### src/design/motor_fault_supervisor_assert.svh
// ----------------------------------------------------------------------------
// motor_fault_supervisor assertion macros
// shared assertion forms for the fault supervisor, clocked on clk
// ----------------------------------------------------------------------------
`ifndef MOTOR_FAULT_SUPERVISOR_ASSERT_SVH
`define MOTOR_FAULT_SUPERVISOR_ASSERT_SVH

// property checked outside reset
`define MFS_ASSERT(name, prop, msg) \
  name: assert property (@(posedge clk) disable iff (rst) prop) else $error(msg);

// property checked at every edge, reset included
`define MFS_ASSERT_ALWAYS(name, prop, msg) \
  name: assert property (@(posedge clk) prop) else $error(msg);

`endif

### src/design/mfs_pkg.sv
// ----------------------------------------------------------------------------
// mfs_pkg
// types, codes and defaults for the motor fault supervisor
// ----------------------------------------------------------------------------
package mfs_pkg;

  // field widths
  localparam int TIME_WIDTH    = 32;
  localparam int CURRENT_WIDTH = 12;
  localparam int COUNT_WIDTH   = 8;
  localparam int FLAG_WIDTH    = 8;

  // default scan period in ms
  localparam int unsigned SCAN_PERIOD_MS_DEF = 50;

  // configuration port
  localparam int ADDR_WIDTH = 5;
  localparam int DATA_WIDTH = 32;

  // request codes
  localparam logic [1:0] REQ_OC   = 2'd0;
  localparam logic [1:0] REQ_FO   = 2'd1;
  localparam logic [1:0] REQ_SCAN = 2'd2;

  // register indexes
  localparam logic [2:0] REG_OC_LIMIT   = 3'd0;
  localparam logic [2:0] REG_OC_WINDOW  = 3'd1;
  localparam logic [2:0] REG_OC_REPEAT  = 3'd2;
  localparam logic [2:0] REG_FO_WINDOW  = 3'd3;
  localparam logic [2:0] REG_FO_REPEAT  = 3'd4;
  localparam logic [2:0] REG_HALL_THR   = 3'd5;
  localparam logic [2:0] REG_OT_THR     = 3'd6;
  localparam logic [2:0] REG_STALL_EN   = 3'd7;

  // register reset values
  localparam logic [11:0] OC_LIMIT_DEF  = 12'd3500;
  localparam logic [15:0] OC_WINDOW_DEF = 16'd30;
  localparam logic [7:0]  OC_REPEAT_DEF = 8'd3;
  localparam logic [15:0] FO_WINDOW_DEF = 16'd30;
  localparam logic [7:0]  FO_REPEAT_DEF = 8'd20;
  localparam logic [6:0]  HALL_THR_DEF  = 7'd80;
  localparam logic [8:0]  OT_THR_DEF    = 9'd200;

  // fault flag bit positions
  localparam int FLAG_OC    = 0;
  localparam int FLAG_FO    = 1;
  localparam int FLAG_HALL  = 2;
  localparam int FLAG_TEMP  = 3;
  localparam int FLAG_STALL = 4;
  localparam int FLAG_UV    = 5;
  localparam int FLAG_OV    = 6;
  localparam int FLAG_BKOV  = 7;

  // overcurrent cause codes
  typedef enum logic [2:0] {
    OC_NONE       = 3'd0,
    OC_OVER_LIMIT = 3'd1,
    OC_LEVEL_TWO  = 3'd2,
    OC_REPEATED   = 3'd3,
    OC_HELD_LONG  = 3'd4
  } mfs_oc_cause_t;

  // input item
  typedef struct packed {
    logic [1:0]               req_type;
    logic [TIME_WIDTH-1:0]    time_ms;
    logic [CURRENT_WIDTH-1:0] phase_current;
    logic                     level2_trip;
    logic                     oc_held_long;
    logic [6:0]               hall_bad_votes;
    logic [8:0]               ot_votes;
    logic                     undervolt;
    logic                     overvolt;
    logic                     brake_overvolt;
    logic                     speed_active;
    logic                     stall_detected;
  } mfs_req_t;

  // result item
  typedef struct packed {
    logic                   fault_latched;
    logic [FLAG_WIDTH-1:0]  fault_flags;
    logic [2:0]             oc_cause;
    logic [COUNT_WIDTH-1:0] oc_events;
    logic [COUNT_WIDTH-1:0] fo_events;
    logic                   oc_led;
    logic                   fo_led;
    logic                   scan_done;
  } mfs_res_t;

  // saturating event count increment
  function automatic logic [COUNT_WIDTH-1:0] bump(input logic [COUNT_WIDTH-1:0] c);
    bump = (c == '1) ? c : c + 1'b1;
  endfunction

endpackage

### src/design/motor_fault_supervisor.sv
// ----------------------------------------------------------------------------
// motor_fault_supervisor
// latching fault supervisor: overcurrent and fault-out events, periodic scan
// ----------------------------------------------------------------------------
//
//  channel  | signals                                  | role
//  ---------+------------------------------------------+---------------------
//  req      | req_valid, req_stall, req_data           | input items
//  res      | res_valid, res_stall, res_data           | one result per item
//  apb      | psel, penable, pwrite, paddr, pwdata ... | register access
//
//  one item per cycle sustained while the result side is not stalled; each
//  item goes from the input register through the update logic to the result
//  register. an item in the input register waits while the result register
//  is full and stalled; the input side stalls only when both registers are
//  full and the result side is stalled. synchronous active-high reset clears
//  all supervisor state and loads the register defaults.
//
module motor_fault_supervisor
  import mfs_pkg::*;
#(
  parameter int unsigned SCAN_PERIOD_MS = SCAN_PERIOD_MS_DEF
) (
  input  logic                  clk,
  input  logic                  rst,
  // item input
  input  logic                  req_valid,
  output logic                  req_stall,
  input  mfs_req_t              req_data,
  // result output
  output logic                  res_valid,
  input  logic                  res_stall,
  output mfs_res_t              res_data,
  // configuration port
  input  logic                  psel,
  input  logic                  penable,
  input  logic                  pwrite,
  input  logic [ADDR_WIDTH-1:0] paddr,
  input  logic [DATA_WIDTH-1:0] pwdata,
  output logic [DATA_WIDTH-1:0] prdata,
  output logic                  pready
);

  // configuration registers
  logic [11:0] oc_current_limit;
  logic [15:0] oc_window_ms;
  logic [7:0]  oc_repeat_limit;
  logic [15:0] fo_window_ms;
  logic [7:0]  fo_repeat_limit;
  logic [6:0]  hall_vote_threshold;
  logic [8:0]  ot_vote_threshold;
  logic        stall_check_enable;

  // supervisor state
  logic                   latched, latched_next;
  logic [FLAG_WIDTH-1:0]  flag_bits, flag_bits_next;
  mfs_oc_cause_t          oc_reason, oc_reason_next;
  logic [COUNT_WIDTH-1:0] oc_count, oc_count_next;
  logic [COUNT_WIDTH-1:0] fo_count, fo_count_next;
  logic [TIME_WIDTH-1:0]  last_oc_stamp, last_oc_stamp_next;
  logic [TIME_WIDTH-1:0]  last_fo_stamp, last_fo_stamp_next;
  logic [TIME_WIDTH-1:0]  next_scan_stamp, next_scan_stamp_next;
  logic                   led_oc, led_oc_next;
  logic                   led_fo, led_fo_next;
  logic                   scanned;

  // input register
  logic     s1_valid;
  mfs_req_t s1_data;
  logic     advance;
  logic     req_accept;

  logic [2:0]            reg_index;
  logic                  cfg_write;
  logic [TIME_WIDTH-1:0] oc_elapsed, fo_elapsed, scan_delta;
  logic                  hard;
  logic [COUNT_WIDTH-1:0] cnt_bumped;
  mfs_res_t              res_next;

  assign pready    = 1'b1;
  assign reg_index = paddr[4:2];
  assign cfg_write = psel & penable & pwrite & pready;

  // register write
  always_ff @(posedge clk) begin
    if (rst) begin
      oc_current_limit    <= OC_LIMIT_DEF;
      oc_window_ms        <= OC_WINDOW_DEF;
      oc_repeat_limit     <= OC_REPEAT_DEF;
      fo_window_ms        <= FO_WINDOW_DEF;
      fo_repeat_limit     <= FO_REPEAT_DEF;
      hall_vote_threshold <= HALL_THR_DEF;
      ot_vote_threshold   <= OT_THR_DEF;
      stall_check_enable  <= 1'b0;
    end else if (cfg_write) begin
      unique case (reg_index)
        REG_OC_LIMIT:  oc_current_limit    <= pwdata[11:0];
        REG_OC_WINDOW: oc_window_ms        <= pwdata[15:0];
        REG_OC_REPEAT: oc_repeat_limit     <= pwdata[7:0];
        REG_FO_WINDOW: fo_window_ms        <= pwdata[15:0];
        REG_FO_REPEAT: fo_repeat_limit     <= pwdata[7:0];
        REG_HALL_THR:  hall_vote_threshold <= pwdata[6:0];
        REG_OT_THR:    ot_vote_threshold   <= pwdata[8:0];
        REG_STALL_EN:  stall_check_enable  <= pwdata[0];
        default: ;
      endcase
    end
  end

  // register read
  always_comb begin
    unique case (reg_index)
      REG_OC_LIMIT:  prdata = {20'd0, oc_current_limit};
      REG_OC_WINDOW: prdata = {16'd0, oc_window_ms};
      REG_OC_REPEAT: prdata = {24'd0, oc_repeat_limit};
      REG_FO_WINDOW: prdata = {16'd0, fo_window_ms};
      REG_FO_REPEAT: prdata = {24'd0, fo_repeat_limit};
      REG_HALL_THR:  prdata = {25'd0, hall_vote_threshold};
      REG_OT_THR:    prdata = {23'd0, ot_vote_threshold};
      REG_STALL_EN:  prdata = {31'd0, stall_check_enable};
      default:       prdata = '0;
    endcase
  end

  // handshake: item moves from the input register when the result slot frees
  assign advance    = s1_valid & (~res_valid | ~res_stall);
  assign req_stall  = s1_valid & ~advance;
  assign req_accept = req_valid & ~req_stall;

  // elapsed times, wrapping
  assign oc_elapsed = s1_data.time_ms - last_oc_stamp;
  assign fo_elapsed = s1_data.time_ms - last_fo_stamp;
  assign scan_delta = s1_data.time_ms - next_scan_stamp;

  // state update for the item in the input register
  always_comb begin
    latched_next         = latched;
    flag_bits_next       = flag_bits;
    oc_reason_next       = oc_reason;
    oc_count_next        = oc_count;
    fo_count_next        = fo_count;
    last_oc_stamp_next   = last_oc_stamp;
    last_fo_stamp_next   = last_fo_stamp;
    next_scan_stamp_next = next_scan_stamp;
    led_oc_next          = led_oc;
    led_fo_next          = led_fo;
    scanned              = 1'b0;
    hard                 = 1'b0;
    cnt_bumped           = '0;
    unique case (s1_data.req_type)
      REQ_OC: begin
        led_oc_next = 1'b0;
        if (latched) begin
          hard = 1'b1;
        end else if (s1_data.phase_current > oc_current_limit) begin
          hard           = 1'b1;
          oc_reason_next = OC_OVER_LIMIT;
        end else if (s1_data.level2_trip) begin
          hard           = 1'b1;
          oc_reason_next = OC_LEVEL_TWO;
        end else if (oc_elapsed > TIME_WIDTH'(oc_window_ms)) begin
          oc_count_next = COUNT_WIDTH'(1);
        end else begin
          cnt_bumped    = bump(oc_count);
          oc_count_next = cnt_bumped;
          if (cnt_bumped >= COUNT_WIDTH'(oc_repeat_limit)) begin
            hard           = 1'b1;
            oc_reason_next = OC_REPEATED;
          end
        end
        // pin held past deglitch
        if (!hard && s1_data.oc_held_long) begin
          hard           = 1'b1;
          oc_reason_next = OC_HELD_LONG;
        end
        if (hard) begin
          latched_next            = 1'b1;
          flag_bits_next[FLAG_OC] = 1'b1;
        end else begin
          led_oc_next = 1'b1;
        end
        last_oc_stamp_next = s1_data.time_ms;
      end
      REQ_FO: begin
        led_fo_next = 1'b0;
        if (latched) begin
          hard = 1'b1;
        end else if (fo_elapsed > TIME_WIDTH'(fo_window_ms)) begin
          fo_count_next = COUNT_WIDTH'(1);
        end else begin
          cnt_bumped    = bump(fo_count);
          fo_count_next = cnt_bumped;
          if (cnt_bumped >= COUNT_WIDTH'(fo_repeat_limit)) begin
            hard = 1'b1;
          end
        end
        if (hard) begin
          latched_next            = 1'b1;
          flag_bits_next[FLAG_FO] = 1'b1;
        end else begin
          led_fo_next = 1'b1;
        end
        last_fo_stamp_next = s1_data.time_ms;
      end
      REQ_SCAN: begin
        // due once the scan stamp lies in the past half of the time range
        if (scan_delta != '0 && !scan_delta[TIME_WIDTH-1]) begin
          scanned = 1'b1;
          if (s1_data.hall_bad_votes > hall_vote_threshold) begin
            latched_next              = 1'b1;
            flag_bits_next[FLAG_HALL] = 1'b1;
          end
          if (s1_data.undervolt) flag_bits_next[FLAG_UV] = 1'b1;
          if (s1_data.overvolt) flag_bits_next[FLAG_OV] = 1'b1;
          if (s1_data.brake_overvolt) flag_bits_next[FLAG_BKOV] = 1'b1;
          if (s1_data.ot_votes > ot_vote_threshold) begin
            latched_next              = 1'b1;
            flag_bits_next[FLAG_TEMP] = 1'b1;
          end
          // stall bit follows each scan
          if (stall_check_enable && s1_data.speed_active && s1_data.stall_detected) begin
            latched_next               = 1'b1;
            flag_bits_next[FLAG_STALL] = 1'b1;
          end else begin
            flag_bits_next[FLAG_STALL] = 1'b0;
          end
          next_scan_stamp_next = next_scan_stamp + TIME_WIDTH'(SCAN_PERIOD_MS);
        end
      end
      default: ;
    endcase
  end

  // result from the updated state
  always_comb begin
    res_next.fault_latched = latched_next;
    res_next.fault_flags   = flag_bits_next;
    res_next.oc_cause      = oc_reason_next;
    res_next.oc_events     = oc_count_next;
    res_next.fo_events     = fo_count_next;
    res_next.oc_led        = led_oc_next;
    res_next.fo_led        = led_fo_next;
    res_next.scan_done     = scanned;
  end

  // input register, state and result register
  always_ff @(posedge clk) begin
    if (rst) begin
      s1_valid        <= 1'b0;
      res_valid       <= 1'b0;
      latched         <= 1'b0;
      flag_bits       <= '0;
      oc_reason       <= OC_NONE;
      oc_count        <= '0;
      fo_count        <= '0;
      last_oc_stamp   <= '0;
      last_fo_stamp   <= '0;
      next_scan_stamp <= '0;
      led_oc          <= 1'b0;
      led_fo          <= 1'b0;
    end else begin
      if (req_accept) begin
        s1_valid <= 1'b1;
      end else if (advance) begin
        s1_valid <= 1'b0;
      end
      if (advance) begin
        res_valid       <= 1'b1;
        latched         <= latched_next;
        flag_bits       <= flag_bits_next;
        oc_reason       <= oc_reason_next;
        oc_count        <= oc_count_next;
        fo_count        <= fo_count_next;
        last_oc_stamp   <= last_oc_stamp_next;
        last_fo_stamp   <= last_fo_stamp_next;
        next_scan_stamp <= next_scan_stamp_next;
        led_oc          <= led_oc_next;
        led_fo          <= led_fo_next;
      end else if (!res_stall) begin
        res_valid <= 1'b0;
      end
    end
  end

  // payload registers
  always_ff @(posedge clk) begin
    if (req_accept) begin
      s1_data <= req_data;
    end
    if (advance) begin
      res_data <= res_next;
    end
  end

  // checks
  `include "motor_fault_supervisor_assert.svh"

  `MFS_ASSERT(a_latch_sticky, latched |=> latched, "latched fault cleared without reset")
  `MFS_ASSERT(a_res_matches_state, res_valid |-> (res_data.fault_latched == latched && res_data.fault_flags == flag_bits), "waiting result out of step with state")
  `MFS_ASSERT(a_stall_cause, req_stall |-> (s1_valid && res_valid && res_stall), "input stalled while result slot free")
  `MFS_ASSERT(a_latch_has_flag, $rose(latched) |-> (flag_bits != '0), "fault latched with no flag set")
  `MFS_ASSERT_ALWAYS(a_reset_clears, rst |=> (!res_valid && !s1_valid && !latched), "reset left item or fault pending")

endmodule

### config.mk
export PLATFORM = sky130hd
export DESIGN_NAME = motor_fault_supervisor
export DESIGN_NICKNAME = d
export VERILOG_FILES = /design/src/design/mfs_pkg.sv /design/src/design/motor_fault_supervisor.sv
export VERILOG_INCLUDE_DIRS = /design/src /design/src/design
export SDC_FILE = /design/constraint.sdc
export NUM_CORES = 1
export LEC_CHECK = 0
export ABC_AREA = 1
export BUFFER_PORTS_ARGS = -buffer_cell sky130_fd_sc_hd__buf_2
export CAP_MARGIN = 20
export CORE_MARGIN = 8
export CORE_UTILIZATION = 60
export CTS_CLUSTER_SIZE = 30
export DETAILED_ROUTE_END_ITERATION = 8
export PLACE_DENSITY = 0.81
export SLEW_MARGIN = 20
export SYNTH_ARGS = -nofsm -noshare
export SYNTH_HDL_FRONTEND = slang
export SYNTH_SLANG_ARGS = --single-unit
export TNS_END_PERCENT = 20
### constraint.sdc
create_clock -name clk -period 8.4 [get_ports clk]
set_input_delay 0 -clock clk [delete_from_list [all_inputs] [get_ports clk]]
set_output_delay 0 -clock clk [all_outputs]
set_load 0.005 [all_outputs]
## Word-level counts from Yosys, hierarchy flattened

Cells that the tools add are included.

| cells by class | value |
|---|---|
| add/sub/neg operators | 6 |
| $mul | 0 |
| divide/modulo/power cells | 0 |
| order comparisons | 7 |
| equality and inequality tests | 12 |
| shift operators | 0 |
| multiplexer cells | 58 |
| bitwise operators | 10 |
| reductions and logical operators | 21 |

Operators by type and width:

| operator | number |
|---|---|
| case mux 32 bit (8 select lines) | 1 |
| subtractor 32 bit | 3 |
| 2-to-1 mux 8 bit | 10 |
| greater-than comparator 32 x 16 -> 1 bit | 2 |
| 2-to-1 mux 1 bit | 37 |
| adder 32 x 6 -> 32 bit, second input constant | 1 |
| nonzero test 32 bit | 1 |
| 2-to-1 mux 3 bit | 7 |
| AND reduction 2 bit | 10 |
| adder 8 x 1 -> 8 bit, second input constant | 2 |
| == test 8 bit, second input constant | 2 |
| >= comparator 8 bit | 2 |
| == test 3 bit, second input constant | 4 |
| greater-than comparator 12 bit | 1 |
| 2-to-1 mux 6 bit | 2 |
| greater-than comparator 9 bit | 1 |
| greater-than comparator 7 bit | 1 |
| == test 3 x 2 -> 1 bit, second input constant | 2 |
| bitwise AND 1 bit | 5 |
| logical AND 1 bit | 4 |
| inverter 1 bit | 4 |
| == test 3 x 1 -> 1 bit, second input constant | 1 |
| zero test 3 bit | 1 |
| case mux 1 bit (3 select lines) | 1 |
| 8 further kinds | 9 |

| word-level totals | value |
|---|---|
| flip-flop bits (word level) | 305 |
| latch bits | 0 |
| RAM bits | 0 |
| ROM bits | 0 |
| bits of input ports | 113 |
| output and inout port bits | 66 |
| word-level logic and storage cells | 154 |
| memories | 0 |

## Longest topological paths before layout

| logic depth | value |
|---|---|
| depth after elaboration | 15 |
| gate-level depth with buffers | 30 |
| depth with buffers taken out | 30 |

## Least setup slack after synthesis

No wires, ideal clock.

| path | value |
|---|---|
| path kind | reg2reg |
| start point | register s1_data[35] (netlist name) |
| end point | register res_data[1] (netlist name), data pin |
| setup time | 254 ps |
| data arrival time | 3125 ps |
| data required time | 8146 ps |
| setup slack | 5020 ps |
| stages on the path, launching flop included | 25 |
| path buffers | 0 |
| period minus slack after synthesis | 3380 ps |
| path through | edfxtp_1 inv_1 ha_1 inv_1 fa_1 nand2_1 nand2_1 nand3_1 nand2_1 nand3_1 nand3_1 xor2_1 ha_1 nand2_1 nor3_1 nand3_1 nand2_1 nand4_1 nor2_1 nand4_1 nor2_2 nand2_1 nand2_1 nand2_1 o21a_1 |

| between the ends | value |
|---|---|
| cells in the longest elaborated chain, start to end | 7 |

Ends and longest elaborated chain:

| item | line | text |
|---|---|---|
| start: declaration | motor_fault_supervisor.sv:69 | `mfs_req_t s1_data;` |
| start signal: assignment | motor_fault_supervisor.sv:288 | `s1_data <= req_data;` |
| subtractor 32 bit | motor_fault_supervisor.sv:132 | `assign fo_elapsed = s1_data.time_ms - last_fo_stamp;` |
| greater-than comparator 32 x 16 -> 1 bit | motor_fault_supervisor.sv:188 | `end else if (fo_elapsed > TIME_WIDTH'(fo_window_ms)) begin` |
| 2-to-1 mux 1 bit | motor_fault_supervisor.sv:188 |  |
| 2-to-1 mux 1 bit | motor_fault_supervisor.sv:186 | `if (latched) begin` |
| 2-to-1 mux 1 bit | motor_fault_supervisor.sv:150 | `unique case (s1_data.req_type)` |
| 2-to-1 mux 1 bit | motor_fault_supervisor.sv:197 | `if (hard) begin` |
| 2-to-1 mux 1 bit | motor_fault_supervisor.sv:150 |  |
| net led_fo_next | motor_fault_supervisor.sv:64 | `logic led_fo, led_fo_next;` |
| end signal: assignment | motor_fault_supervisor.sv:291 | `res_data <= res_next;` |
| end: declaration | motor_fault_supervisor.sv:33 | `output mfs_res_t res_data,` |

The timed path passes the listed nets, and every way through them passes these cells. The select of a mux whose other input is x is not followed.
A chain may end at the register's enable or synchronous reset.

## Worst setup path after layout

| path | value |
|---|---|
| start point | register s1_data[45] (netlist name) |
| end point | register res_data[1] (netlist name), data pin |

Same word-level chain as after synthesis.

==> impl_metrics.toml <==
[placement]
dpl.hpwl_um = 53900
post_dp_cell_area_um2 = 22600
io_buffers = 143
gp_congestion = 0.994

[logic_synthesis]
synth-async-reset-ratio = 0
synth-seq-cells = 304
syn_inst = 3238
syn_area_per_cell_um2 = 6.67
synth_commonest_cells = "nand2_1 (888), inv_1 (594), a21oi_1 (279), nor2_1 (265), dfxtp_1 (204)"
synthTopCellsByArea = "dfxtp_1 (19%), nand2_1 (15%), edfxtp_1 (14%)"
syn-cell-area_um2 = 21600
synth.top_cell.area_share = 0.189
yosysMostFrequentCell = "nand2_1"
ys_warn_count = 0
ys_types = 52
post-synth-top-area-cell = "dfxtp_1"
synth-seq-area-share = 0.328
synth_flop_cell = "dfxtp_1"
synth_edf_count = 100

[die]
die_y_um = 206
io_pins = 179
dieArea_um2 = 42300
start_util = 0.609
die_x_um = 206
core-area_um2 = 35500
rows = 69

[critical_path]
start_kind = "flop"
critPathRequiredTime_ps = 8710
rr_worst_depth = 24
crit_fanout = 6
r2r-start = "s1_data[45]$_DFFE_PP_"
worstPathArrival_ps = 4790
cp-end-kind = "flop"
crit_start = "s1_data[45]$_DFFE_PP_"
worstSetupPathType = "reg2reg"

[clock_network]
numCtsBuffers = 34
cts_buffer_depth = 3
cts_resized = 0
cts_tree = "yes"
cts.sinks = 304
insertion_delay_ps = 550
cts_root_buf = "clkbuf_16"
clk_pin_slew_ps = 70
htreeDepth = 2

[routing]
ant_nets = 0
drtIter0Drc = 2223
vias = 22100
top_layer = "met4"
wl_met2_um = 32900
m1WireLength_um = 28900
routed_wl_um = 71600
avgRoutedWirePerCell_um = 18.2
dr.pass1.iters = 8
drc_errors = 0
vias_per_cell = 5.61
wl_met3_um = 6710

[pwr]
leakage_uw = 0.0120
power_density_nw_per_um2 = 162
vdd_drop_max_uv = 220

[sta]
holdWs_ps = 144
fin_setup_tns_ps = 0
fin_skew_ps = 24.8
finalCriticalPeriod_ps = 4480
final_hold_viol_count = 0
fin_crit_sh = 0.534
fmax_mhz = 223
setup_viol = 0
slew_headroom = 0.290
timing.final.max_slew_violations = 0
worstMarginPinSlew_ps = 1060
rsz0062_at_grt = "no"

[global_route]
grt_max_degree = 93
grt_usage = 0.329
grt_pass1_vias = 20700
antenna_found_initial = 3
grt_pass1_wl_um = 110000
globalRouteOverflowTotal = 0

[worst_hold_path]
hp-class = "in2reg"
min_from = "req_data[6]"
holdPathStages = 2

[final_layout]
final_area_um2 = 24700
drive_above_1_share = 0.0735
fin_nets = 3743
fillCellCount = 2997
area_delta_synth_final_pct = 14.2

[outcome]
status = "completed"

[job]
max-cap-violations = 0
[sequential cells by signal, summed over array words and instances, names as in the netlist, 9 cells and up]
| signal | count |
|---|---|
| s1_data | 69 |
| last_fo_stamp | 32 |
| last_oc_stamp | 32 |
| next_scan_stamp | 31 |
| res_data | 31 |
| fo_window_ms | 16 |
| oc_window_ms | 16 |
| oc_current_limit | 12 |
| ot_vote_threshold | 9 |
[critical path, cell delays in order (launching register included)]
cell and delay [ps]:
edfxtp_1 570, ha_1 450, nand2_1 120, nor2_1 160
inv_1 70, nor2_1 130, nand2_1 70, nand3_1 190
nand2_1 80, nand2_1 170, xor2_1 200, ha_1 270
a21oi_1 140, o21ai_0 90, a21oi_1 120, nand2_1 60
nand2_1 100, nand4_1 100, nor2_1 100, nand4_1 100
nor2_2 490, nand2_1 110, nand2_1 130, nand2_1 90
o21a_1 120
[metal layers]
metal,track usage,vias up
met1,0.411,10100
li1,-,10800
met4,0.131,0
met3,0.0751,209
met5,0,-
met2,0.545,1006
[what timing repair did]
item	CTS	global route
endpoints found under the setup margin	0	0
hold buffers	91	0
setup buffers	0	0
endpoints found under the hold margin	148	0
[path summary, 6_finish.rpt]
path         slack [ps]                             to
max                3920          res_data[1]$_DFFE_PP_
min                 140           s1_data[6]$_DFFE_PP_
max reg2reg        3920          res_data[1]$_DFFE_PP_
min reg2reg         460  last_fo_stamp[6]$_SDFFE_PP0P_
[stage by stage]
step / util / std cells / total power, uW / worst slack [ps]
detailed placement: 0.638 / 3790 / 2440 / 4020
global route: 0.695 / 3944 / 4170 / 3570
global placement: 0.638 / 3790 / 2420 / 4080
CTS: 0.695 / 3943 / 3970 / 3990
floorplan: - / 3253 / 2200 / 5020
finish: 0.695 / 3944 / 3990 / 3920
[cells in the final DEF, fill, tap and decap left out, types with 9 or more instances in the layout]
cell type      Yosys  layout
nand2_1          888     888
inv_1            594     591
a21oi_1          279     279
nor2_1           265     264
dfxtp_1          204     204
o21ai_0          181     181
ha_1             171     171
nand3_1          157     157
buf_2              4     143
edfxtp_1         100     100
dlygate4sd3_1      0      91
xor2_1            61      61
nand4_1           45      45
nor3_1            40      40
clkbuf_16          0      35
o211ai_1          18      18
o22ai_1           18      18
conb_1             2      17
nand2_2           15      15
nand3b_1          13      13
o21bai_1          10      10
nor2_2             9      10
nor4_1             9       9
a21oi_2            9       9
[cell type report]
| class | instances | area [um^2] | area share |
|---|---|---|---|
| antenna | 1 | 2.50 | 0.000101 |
| tap | 461 | 577 | 0.0234 |
| multi-input combinational | 2273 | 11900 | 0.484 |
| timing repair buffer | 242 | 1690 | 0.0684 |
| inverter | 601 | 2260 | 0.0915 |
| sequential | 304 | 7090 | 0.287 |
| clock buffer | 44 | 920 | 0.0373 |
| clock inverter | 18 | 193 | 0.00781 |
[report_power, final]
part,switching [uW],internal [uW]
registers,47.2,1580
clock network,644,877
logic,549,300
[cells by family (layout without fill, tap and decap cells)]
family | after synthesis | after routing | synth area share
AND/OR/NAND/NOR | 1465 | 1465 | 0.283
buffers and inverters | 676 | 905 | 0.122
AO/OA/AOI/OAI | 547 | 547 | 0.137
flip-flops | 304 | 304 | 0.328
adder cells (fa/ha/maj) | 174 | 174 | 0.102
XOR/XNOR | 69 | 69 | 0.0280
other | 2 | 18 | 0.000348
multiplexers | 1 | 1 | 0.000463
No activity file was read; power rests on OpenSTA's default activity.
